===== config.mk =====
export PLATFORM = sky130hd
export DESIGN_NAME = pcm_gain_mixer_saturating_core
export DESIGN_NICKNAME = d
export VERILOG_FILES = /design/src/rtl/pcm_gm_pkg.sv /design/src/rtl/pcm_gain_mixer_saturating_core.sv /design/src/rtl/pcm_gm_lane.sv /design/src/rtl/pcm_gm_merge.sv
export SDC_FILE = /design/constraint.sdc
export NUM_CORES = 2
export LEC_CHECK = 0
export BUFFER_PORTS_ARGS = -buffer_cell sky130_fd_sc_hd__buf_2
export CAP_MARGIN = 0
export CORE_ASPECT_RATIO = 0.7
export CORE_UTILIZATION = 40
export DETAILED_ROUTE_END_ITERATION = 16
export PLACE_DENSITY_LB_ADDON = 0.12
export REMOVE_ABC_BUFFERS = 1
export SETUP_SLACK_MARGIN = 0.02
export SYNTH_ARGS = -nofsm -noshare
export SYNTH_HDL_FRONTEND = slang
export SYNTH_SLANG_ARGS = --single-unit

===== constraint.sdc =====
create_clock -name clk -period 26 [get_ports clk]
set_input_delay 1.3 -clock clk [delete_from_list [all_inputs] [get_ports clk]]
set_output_delay 1.3 -clock clk [all_outputs]
set_load 0.01 [all_outputs]

===== src/rtl/pcm_gm_pkg.sv =====
// Shared constants and types for the PCM gain mixer.
// No dependencies; used by every module in rtl/.
`timescale 1ns / 1ps

package pcm_gm_pkg;

	localparam int SAMPLE_BITS_DEF    = 16;
	localparam int GAIN_FRAC_BITS_DEF = 16;
	localparam int GAIN_INT_BITS      = 8;

	// 1/sqrt(2) in Q0.16, used for mono to stereo spreading
	localparam int                    SCALE_BITS    = 16;
	localparam logic [SCALE_BITS-1:0] INV_SQRT2_Q16 = 16'd46341;

	localparam int CLIP_W = 32;

	// config register indexes
	localparam int              CFG_IDX_W  = 2;
	localparam logic [CFG_IDX_W-1:0] CFG_GAIN   = 2'd0;
	localparam logic [CFG_IDX_W-1:0] CFG_IN_CH  = 2'd1;
	localparam logic [CFG_IDX_W-1:0] CFG_OUT_CH = 2'd2;

	localparam int              CH_W      = 2;
	localparam logic [CH_W-1:0] CH_MONO   = 2'd1;
	localparam logic [CH_W-1:0] CH_STEREO = 2'd2;

	typedef struct packed {
		logic scaled;   // apply 1/sqrt(2)
		logic active;   // lane produces a real sample
	} lane_ctrl_t;

endpackage


===== src/rtl/pcm_gain_mixer_saturating_core.sv =====
// PCM gain mixer top level: config registers, mode decode, two lanes, merge.
// Depends on pcm_gm_pkg, pcm_gm_lane, pcm_gm_merge.
// Pipeline: 4 lane stages + output reg between input acceptance and m_tvalid.
// Throughput: one word per cycle; the whole pipe stalls while m_tvalid waits on m_tready.
// Lane stages: input register, gain multiply, 1/sqrt(2) multiply, round and saturate, each registered.
// Reset (arst_n low, async): pipe empty, clip counter 0, gain 1.0, stereo in and out.
`timescale 1ns / 1ps

module pcm_gain_mixer_saturating_core #(
	parameter int SAMPLE_BITS    = pcm_gm_pkg::SAMPLE_BITS_DEF,
	parameter int GAIN_FRAC_BITS = pcm_gm_pkg::GAIN_FRAC_BITS_DEF
) (
	input  logic clk,
	input  logic arst_n,

	// config write port, no read-back
	input  logic                                              cfg_we,
	input  logic [pcm_gm_pkg::CFG_IDX_W-1:0]                  cfg_index,
	input  logic [pcm_gm_pkg::GAIN_INT_BITS+GAIN_FRAC_BITS-1:0] cfg_data,

	// input word, low bits up: src_left, src_right, dst_left, dst_right, zero pad
	input  logic                                 s_tvalid,
	output logic                                 s_tready,
	input  logic [((4*SAMPLE_BITS+7)/8)*8-1:0]   s_tdata,

	// output word, low bits up: mix_left, mix_right, clip_left, clip_right,
	// clip_total, zero pad
	output logic                                 m_tvalid,
	input  logic                                 m_tready,
	output logic [((2*SAMPLE_BITS+2+pcm_gm_pkg::CLIP_W+7)/8)*8-1:0] m_tdata
);

	localparam int GW = pcm_gm_pkg::GAIN_INT_BITS + GAIN_FRAC_BITS;
	localparam int SB = SAMPLE_BITS;
	localparam int CHW = pcm_gm_pkg::CH_W;

	// config registers
	logic [GW-1:0]  gain_q;
	logic [CHW-1:0] in_ch_q;
	logic [CHW-1:0] out_ch_q;

	always_ff @(posedge clk or negedge arst_n) begin
		if (!arst_n) begin
			gain_q   <= GW'(1) << GAIN_FRAC_BITS;
			in_ch_q  <= pcm_gm_pkg::CH_STEREO;
			out_ch_q <= pcm_gm_pkg::CH_STEREO;
		end else if (cfg_we) begin
			case (cfg_index)
				pcm_gm_pkg::CFG_GAIN:   gain_q   <= cfg_data;
				pcm_gm_pkg::CFG_IN_CH:  in_ch_q  <= cfg_data[CHW-1:0];
				pcm_gm_pkg::CFG_OUT_CH: out_ch_q <= cfg_data[CHW-1:0];
				default: ;
			endcase
		end
	end

	// unpack input word
	logic signed [SB-1:0] sl, sr, dl, dr;
	assign sl = s_tdata[SB-1:0];
	assign sr = s_tdata[2*SB-1:SB];
	assign dl = s_tdata[3*SB-1:2*SB];
	assign dr = s_tdata[4*SB-1:3*SB];

	// mode decode: code 1 is mono, anything else stereo
	logic src_mono, dst_mono;
	assign src_mono = (in_ch_q == pcm_gm_pkg::CH_MONO);
	assign dst_mono = (out_ch_q == pcm_gm_pkg::CH_MONO);

	// stereo to mono average, truncated toward zero
	logic signed [SB:0]   lr_sum;
	logic signed [SB:0]   lr_adj;
	logic signed [SB-1:0] avg;
	always_comb begin
		lr_sum = {sl[SB-1], sl} + {sr[SB-1], sr};
		lr_adj = lr_sum + {{SB{1'b0}}, lr_sum[SB] & lr_sum[0]};
		avg    = lr_adj[SB:1];
	end

	logic signed [SB-1:0]   src_l, src_r;
	pcm_gm_pkg::lane_ctrl_t ctrl_l, ctrl_r;
	always_comb begin
		src_l = (!src_mono && dst_mono) ? avg : sl;
		src_r = src_mono ? sl : sr;
		ctrl_l.scaled = src_mono && !dst_mono;
		ctrl_l.active = 1'b1;
		ctrl_r.scaled = src_mono && !dst_mono;
		ctrl_r.active = !dst_mono;
	end

	// global pipe advance: output register empty or being drained
	logic adv;
	assign adv      = !m_tvalid || m_tready;
	assign s_tready = adv;

	logic v_s1, v_s2, v_s3, v_s4;
	always_ff @(posedge clk or negedge arst_n) begin
		if (!arst_n) begin
			{v_s4, v_s3, v_s2, v_s1} <= 4'b0000;
		end else if (adv) begin
			{v_s4, v_s3, v_s2, v_s1} <= {v_s3, v_s2, v_s1, s_tvalid};
		end
	end

	logic signed [SB-1:0] mix_l, mix_r;
	logic                 clip_l, clip_r;

	pcm_gm_lane #(
		.SAMPLE_BITS   (SAMPLE_BITS),
		.GAIN_FRAC_BITS(GAIN_FRAC_BITS)
	) u_lane_l (
		.clk (clk),
		.adv (adv),
		.gain(gain_q),
		.src (src_l),
		.dst (dl),
		.ctrl(ctrl_l),
		.mix (mix_l),
		.clip(clip_l)
	);

	pcm_gm_lane #(
		.SAMPLE_BITS   (SAMPLE_BITS),
		.GAIN_FRAC_BITS(GAIN_FRAC_BITS)
	) u_lane_r (
		.clk (clk),
		.adv (adv),
		.gain(gain_q),
		.src (src_r),
		.dst (dr),
		.ctrl(ctrl_r),
		.mix (mix_r),
		.clip(clip_r)
	);

	// joins lanes, counts clips, holds the output word
	pcm_gm_merge #(
		.SAMPLE_BITS(SAMPLE_BITS)
	) u_merge (
		.clk     (clk),
		.arst_n  (arst_n),
		.adv     (adv),
		.v_in    (v_s4),
		.mix_l   (mix_l),
		.mix_r   (mix_r),
		.clip_l  (clip_l),
		.clip_r  (clip_r),
		.m_tvalid(m_tvalid),
		.m_tdata (m_tdata)
	);

endmodule


===== src/rtl/pcm_gm_lane.sv =====
// One mixing lane: gain multiply, optional 1/sqrt(2), round half up, saturate.
// Depends on pcm_gm_pkg.
`timescale 1ns / 1ps

module pcm_gm_lane #(
	parameter int SAMPLE_BITS    = pcm_gm_pkg::SAMPLE_BITS_DEF,
	parameter int GAIN_FRAC_BITS = pcm_gm_pkg::GAIN_FRAC_BITS_DEF
) (
	input  logic                                          clk,
	input  logic                                          adv,
	input  logic [pcm_gm_pkg::GAIN_INT_BITS+GAIN_FRAC_BITS-1:0] gain,
	input  logic signed [SAMPLE_BITS-1:0]                 src,
	input  logic signed [SAMPLE_BITS-1:0]                 dst,
	input  pcm_gm_pkg::lane_ctrl_t                        ctrl,
	output logic signed [SAMPLE_BITS-1:0]                 mix,
	output logic                                          clip
);

	localparam int GW  = pcm_gm_pkg::GAIN_INT_BITS + GAIN_FRAC_BITS;
	localparam int SCB = pcm_gm_pkg::SCALE_BITS;
	localparam int P1W = GW + 1 + SAMPLE_BITS;
	localparam int P2W = P1W + SCB + 1;
	localparam int AW  = P2W + 2;
	localparam int SH  = GAIN_FRAC_BITS + SCB;

	localparam logic signed [AW-1:0] HALF = AW'(1) << (SH - 1);
	localparam logic signed [AW-1:0] SMAX = AW'((1 << (SAMPLE_BITS - 1)) - 1);
	localparam logic signed [AW-1:0] SMIN = ~SMAX;

	logic signed [SAMPLE_BITS-1:0] src_s1, dst_s1, dst_s2, dst_s3;
	pcm_gm_pkg::lane_ctrl_t        ctrl_s1, ctrl_s2, ctrl_s3;
	logic signed [P1W-1:0]         p1_s2;
	logic signed [P2W-1:0]         p2_s3;
	logic signed [P2W-1:0]         p2_d;
	logic signed [AW-1:0]          acc_d, q_d;
	logic signed [SAMPLE_BITS-1:0] mix_s4;
	logic                          clip_s4;
	logic signed [SAMPLE_BITS-1:0] mix_d;
	logic                          clip_d;

	// both paths end up in Q.(GAIN_FRAC_BITS+16) so one rounder serves
	always_comb begin
		if (ctrl_s2.scaled) begin
			p2_d = p1_s2 * $signed({1'b0, pcm_gm_pkg::INV_SQRT2_Q16});
		end else begin
			p2_d = {p1_s2[P1W-1], p1_s2, {SCB{1'b0}}};
		end
	end

	always_comb begin
		acc_d = ({{(AW-SAMPLE_BITS){dst_s3[SAMPLE_BITS-1]}}, dst_s3} <<< SH)
		      + {{2{p2_s3[P2W-1]}}, p2_s3} + HALF;
		q_d   = acc_d >>> SH;    // floor
		mix_d  = q_d[SAMPLE_BITS-1:0];
		clip_d = 1'b0;
		if (q_d > SMAX) begin
			mix_d  = SMAX[SAMPLE_BITS-1:0];
			clip_d = 1'b1;
		end else if (q_d < SMIN) begin
			mix_d  = SMIN[SAMPLE_BITS-1:0];
			clip_d = 1'b1;
		end
		if (!ctrl_s3.active) begin
			mix_d  = '0;
			clip_d = 1'b0;
		end
	end

	always_ff @(posedge clk) begin
		if (adv) begin
			src_s1  <= src;
			dst_s1  <= dst;
			ctrl_s1 <= ctrl;
			p1_s2   <= $signed({1'b0, gain}) * src_s1;
			dst_s2  <= dst_s1;
			ctrl_s2 <= ctrl_s1;
			p2_s3   <= p2_d;
			dst_s3  <= dst_s2;
			ctrl_s3 <= ctrl_s2;
			mix_s4  <= mix_d;
			clip_s4 <= clip_d;
		end
	end

	assign mix  = mix_s4;
	assign clip = clip_s4;

endmodule


===== src/rtl/pcm_gm_merge.sv =====
// Merge stage: joins both lanes, keeps the saturating clip counter, output register.
// Depends on pcm_gm_pkg.
`timescale 1ns / 1ps

module pcm_gm_merge #(
	parameter int SAMPLE_BITS = pcm_gm_pkg::SAMPLE_BITS_DEF
) (
	input  logic                                  clk,
	input  logic                                  arst_n,
	input  logic                                  adv,
	input  logic                                  v_in,
	input  logic signed [SAMPLE_BITS-1:0]         mix_l,
	input  logic signed [SAMPLE_BITS-1:0]         mix_r,
	input  logic                                  clip_l,
	input  logic                                  clip_r,
	output logic                                  m_tvalid,
	output logic [((2*SAMPLE_BITS+2+pcm_gm_pkg::CLIP_W+7)/8)*8-1:0] m_tdata
);

	localparam int CW    = pcm_gm_pkg::CLIP_W;
	localparam int OUT_W = ((2*SAMPLE_BITS + 2 + CW + 7) / 8) * 8;

	logic [CW-1:0]          cnt_q;
	logic [CW+1:0]          cnt_sum;
	logic [CW-1:0]          cnt_next;
	logic                   tvalid_q;
	logic [SAMPLE_BITS-1:0] ml_q, mr_q;
	logic                   cl_q, cr_q;

	always_comb begin
		cnt_sum  = {2'b00, cnt_q} + {{(CW+1){1'b0}}, clip_l} + {{(CW+1){1'b0}}, clip_r};
		cnt_next = (cnt_sum[CW+1:CW] != 2'b00) ? {CW{1'b1}} : cnt_sum[CW-1:0];
	end

	always_ff @(posedge clk or negedge arst_n) begin
		if (!arst_n) begin
			cnt_q    <= '0;
			tvalid_q <= 1'b0;
		end else if (adv) begin
			tvalid_q <= v_in;
			if (v_in) begin
				cnt_q <= cnt_next;
			end
		end
	end

	always_ff @(posedge clk) begin
		if (adv && v_in) begin
			ml_q <= mix_l;
			mr_q <= mix_r;
			cl_q <= clip_l;
			cr_q <= clip_r;
		end
	end

	assign m_tvalid = tvalid_q;
	assign m_tdata  = OUT_W'({cnt_q, cr_q, cl_q, mr_q, ml_q});

`ifndef ASSERT_OFF
	// counter never goes backwards
	a_cnt_mono: assert property (@(posedge clk) disable iff (!arst_n)
		cnt_q >= $past(cnt_q))
		else $error("clip counter decreased");
	// at most two clipped samples per word
	a_cnt_step: assert property (@(posedge clk) disable iff (!arst_n)
		(cnt_q - $past(cnt_q)) <= CW'(2))
		else $error("clip counter jumped by more than two");
	// counter moves only when a word is loaded
	a_cnt_hold: assert property (@(posedge clk) disable iff (!arst_n)
		!(adv && v_in) |=> $stable(cnt_q))
		else $error("clip counter changed without a word");
`endif

endmodule

==> reports/results.txt <==
Status = complete, no violations
Post-synth top area share = 31.07%
Worst slew pin tran = 1.299 ns
Max-cap violations = 0
Register area = 11750 um^2
Die width = 487.4 um
Iteration-0 DRC Markers = 2702
Sequential share of the synthesized area = 17.81%
GP Congestion = 0.8658
# setup viols final = 0
Post-Synth Adder-Cell Area = 48.24%
# clock sinks = 402
Rows = 124
First-pass GRT wire length = 269.7 mm
Main combinational cell family by area after synthesis = adder cells
Routed wire length per instance = 19.01 um
Via count = 45150
Yosys Warn Count = 0
Setup_tns = 0 ns
Multi-input gate area = 47570 um^2
Cells after Synth = 6695
Post-Synthesis Cell Area = 65970 um^2
Mux contribution to synthesized area = 1.707%
Detailed-route DRC error count = 0
Drt first pass iters = 5
Ys async rst share = 16.17%
H-tree levels = 2
Initial core utilization = 40.34%
Postcts setup bufs = 0
TritonCTS Buffers = 49
R2R setup slack = 18.16 ns
RSZ-0062 raised after global routing = false
Post-DP HPWL = 135.8 mm
Routed wire length = 171.5 mm
Num ports = 169
DIE AREA = 166600 um^2
IO Port Bufs = 162
Final period util = 30.14%
CTS tree = yes
Crit start category = register
Clk pin slew, worst setup/hold paths = 0.07 ns
Critical Path RT = 26.40 ns
XOR/XNOR Fraction of Synth Area = 3.027%
Share of post-route cells with drive strength above 1 = 6.956%
Hold WC Path Type = reg -> reg
Hold_buf cts = 0
Top post-synthesis cells by area = fa_1 (31%), ha_1 (17%), edfxtp_1 (15%)
Worst Setup SP = gain_q[16]$_DFFE_PN1P_
Slew headroom = 12.29%
Most frequent cell after synthesis = inv_1
Vias in the first global route = 46160
Clock Path Buffers = 3
Detail Route Antenna Nets = 0
Grt total ovfl = 0
Worst Skew = 0.02511 ns
Netlist cell types = 100
Die H = 341.8 um
Clk Tree Root Cell = clkbuf_16
Max Transition Viols Final = 0
Predominant post-synthesis flop cell = edfxtp_1
Number of flops mapped to enable cells by yosys = 337
Post_cts resized = 0
Total GRT Usage = 20.92%
CP arrival = 8.24 ns
Initial antenna violation count = 5
Biggest area consumer among synthesized cells = fa_1
Maximum number of pins on one net before global-route repair = 152
NumNets Final = 8799
Most frequent cells after synthesis = inv_1 (1559), fa_1 (1024), ha_1 (905)
CP endpoint kind = register
Clock Latency Late Sink = 0.67 ns
Critical path type = reg -> reg
Critical R2R Launch = gain_q[16]$_DFFE_PN1P_
Final hold violations = 0
Flops & latches, synth = 402
Simple-gate area share of the yosys netlist = 11.39%
Max Fclk = 0.1276 GHz
Final Critical Period = 7.836 ns
Compound-cell area share of the yosys netlist = 7.676%
Area Growth Syn to Fin = 7.486%
Final core utilization = 43.36%
Syn_area_per_cell = 9.854 um^2
Worst min-delay path startpoint = u_lane_r.dst_s1[5]$_DFFE_PN_
Worst Path Max Fanout = 33
CORE AREA = 163500 um^2
Post-DR vias/cell = 5.005
Filler cell count = 15890
==> worst max-delay path: stages, from the launching register on <==
cell and delay (ns):
dfstp_2 1.14, nand2_1 0.18, fa_1 0.55, fa_1 0.55
inv_1 0.06, fa_1 0.49, fa_1 0.54, fa_1 0.49
inv_1 0.06, fa_1 0.48, inv_1 0.04, ha_1 0.34
nand3_1 0.13, or2_2 0.16, a21oi_1 0.04, o21ai_0 0.21
nand4_1 0.19, a221oi_1 0.53, o211a_1 0.26, o31ai_1 0.10
o41ai_1 0.53, o21ai_0 0.19, a21oi_1 0.21, xnor2_1 0.08
==> area by class of cell <==
class,instances,share of cell area (%)
clock buffers,53,1.750
well taps,2205,3.891
diodes,3,0.01059
repair buffers,228,1.863
clock inverters,37,0.5699
inverters,1559,8.253
multi-input cells,4535,67.09
flip-flops and latches,402,16.57
==> worst paths after layout <==
| check | endpoint | depth (start not counted) |
|---|---|---|
| worst min register to register | u_lane_r.dst_s2[5]$_DFFE_PN_ | 0 |
| worst max-delay path | u_lane_r.p1_s2[40]$_DFFE_PN_ | 23 |
| worst max register to register | u_lane_r.p1_s2[40]$_DFFE_PN_ | 23 |
| max in group asynchronous | u_merge.cnt_q[3]$_DFFE_PN0P_ | 2 |
| worst min-delay path | u_lane_r.dst_s2[5]$_DFFE_PN_ | 0 |
| min in group asynchronous | gain_q[18]$_DFFE_PN0P_ | 1 |
==> registers in the layout, indices dropped and copies added, names as in the netlist, 24 cells and up <==
signal	cells
u_lane_r.p2_s3	27
gain_q	24
u_lane_r.p1_s2	41
u_lane_l.p2_s3	27
u_merge.cnt_q	32
u_lane_l.p1_s2	41
==> cells by family after synthesis <==
family                   Yosys count
other                              1
AND/OR/NAND/NOR                 1514
XOR/XNOR                         228
buffers and inverters           1763
AO/OA/AOI/OAI                    757
multiplexers                     101
adder cells (fa/ha/maj)         1929
flip-flops                       402
==> layout by cell type, fill, tap and decap left out, types with 15 or more instances in the layout <==
cell,n
a211oi_1,26
a21o_1,103
a21oi_1,204
a31oi_1,25
and2_1,346
and3_1,40
buf_2,161
buf_4,66
clkbuf_16,49
dfrtp_1,62
edfxtp_1,337
fa_1,1024
ha_1,905
inv_1,1558
mux2_2,92
nand2_1,563
nand2b_1,44
nand3_1,74
nand4_1,42
nor2_1,202
nor2b_1,27
nor3_1,72
nor4_1,15
o211ai_1,18
o21a_1,35
o21ai_0,138
o21bai_1,32
o31ai_1,19
or3_1,20
xnor2_1,144
xor2_1,84
==> per-stage QoR <==
stage / worst slack [ns] / hold WS [ns] / instances / instance area [um^2]
4_1_cts: 18.15 / 0.4147 / 9019 / 70900
2_1_floorplan: 11.82 / 0.4003 / 6496 / 65150
3_3_place_gp: 18.26 / 0.4004 / 8929 / 69260
6_report: 18.16 / 0.4133 / 9022 / 70910
3_5_place_dp: 18.18 / 0.4045 / 8929 / 69260
5_1_grt: 17.67 / 0.4223 / 9020 / 70900
==> metal layers <==
layer  vias up  share of wire [%]  track usage [%]
met2      1167                 39            28.69
met3       127                7.3            4.278
li1      21420                  -                -
met5         -              0.055           0.2842
met4         6                1.3            3.287
met1     22430                 53            33.61
Power is left out: the tool's default activity adds up to more than one toggle a clock period on the data nets, which glitch-free logic cannot reach.
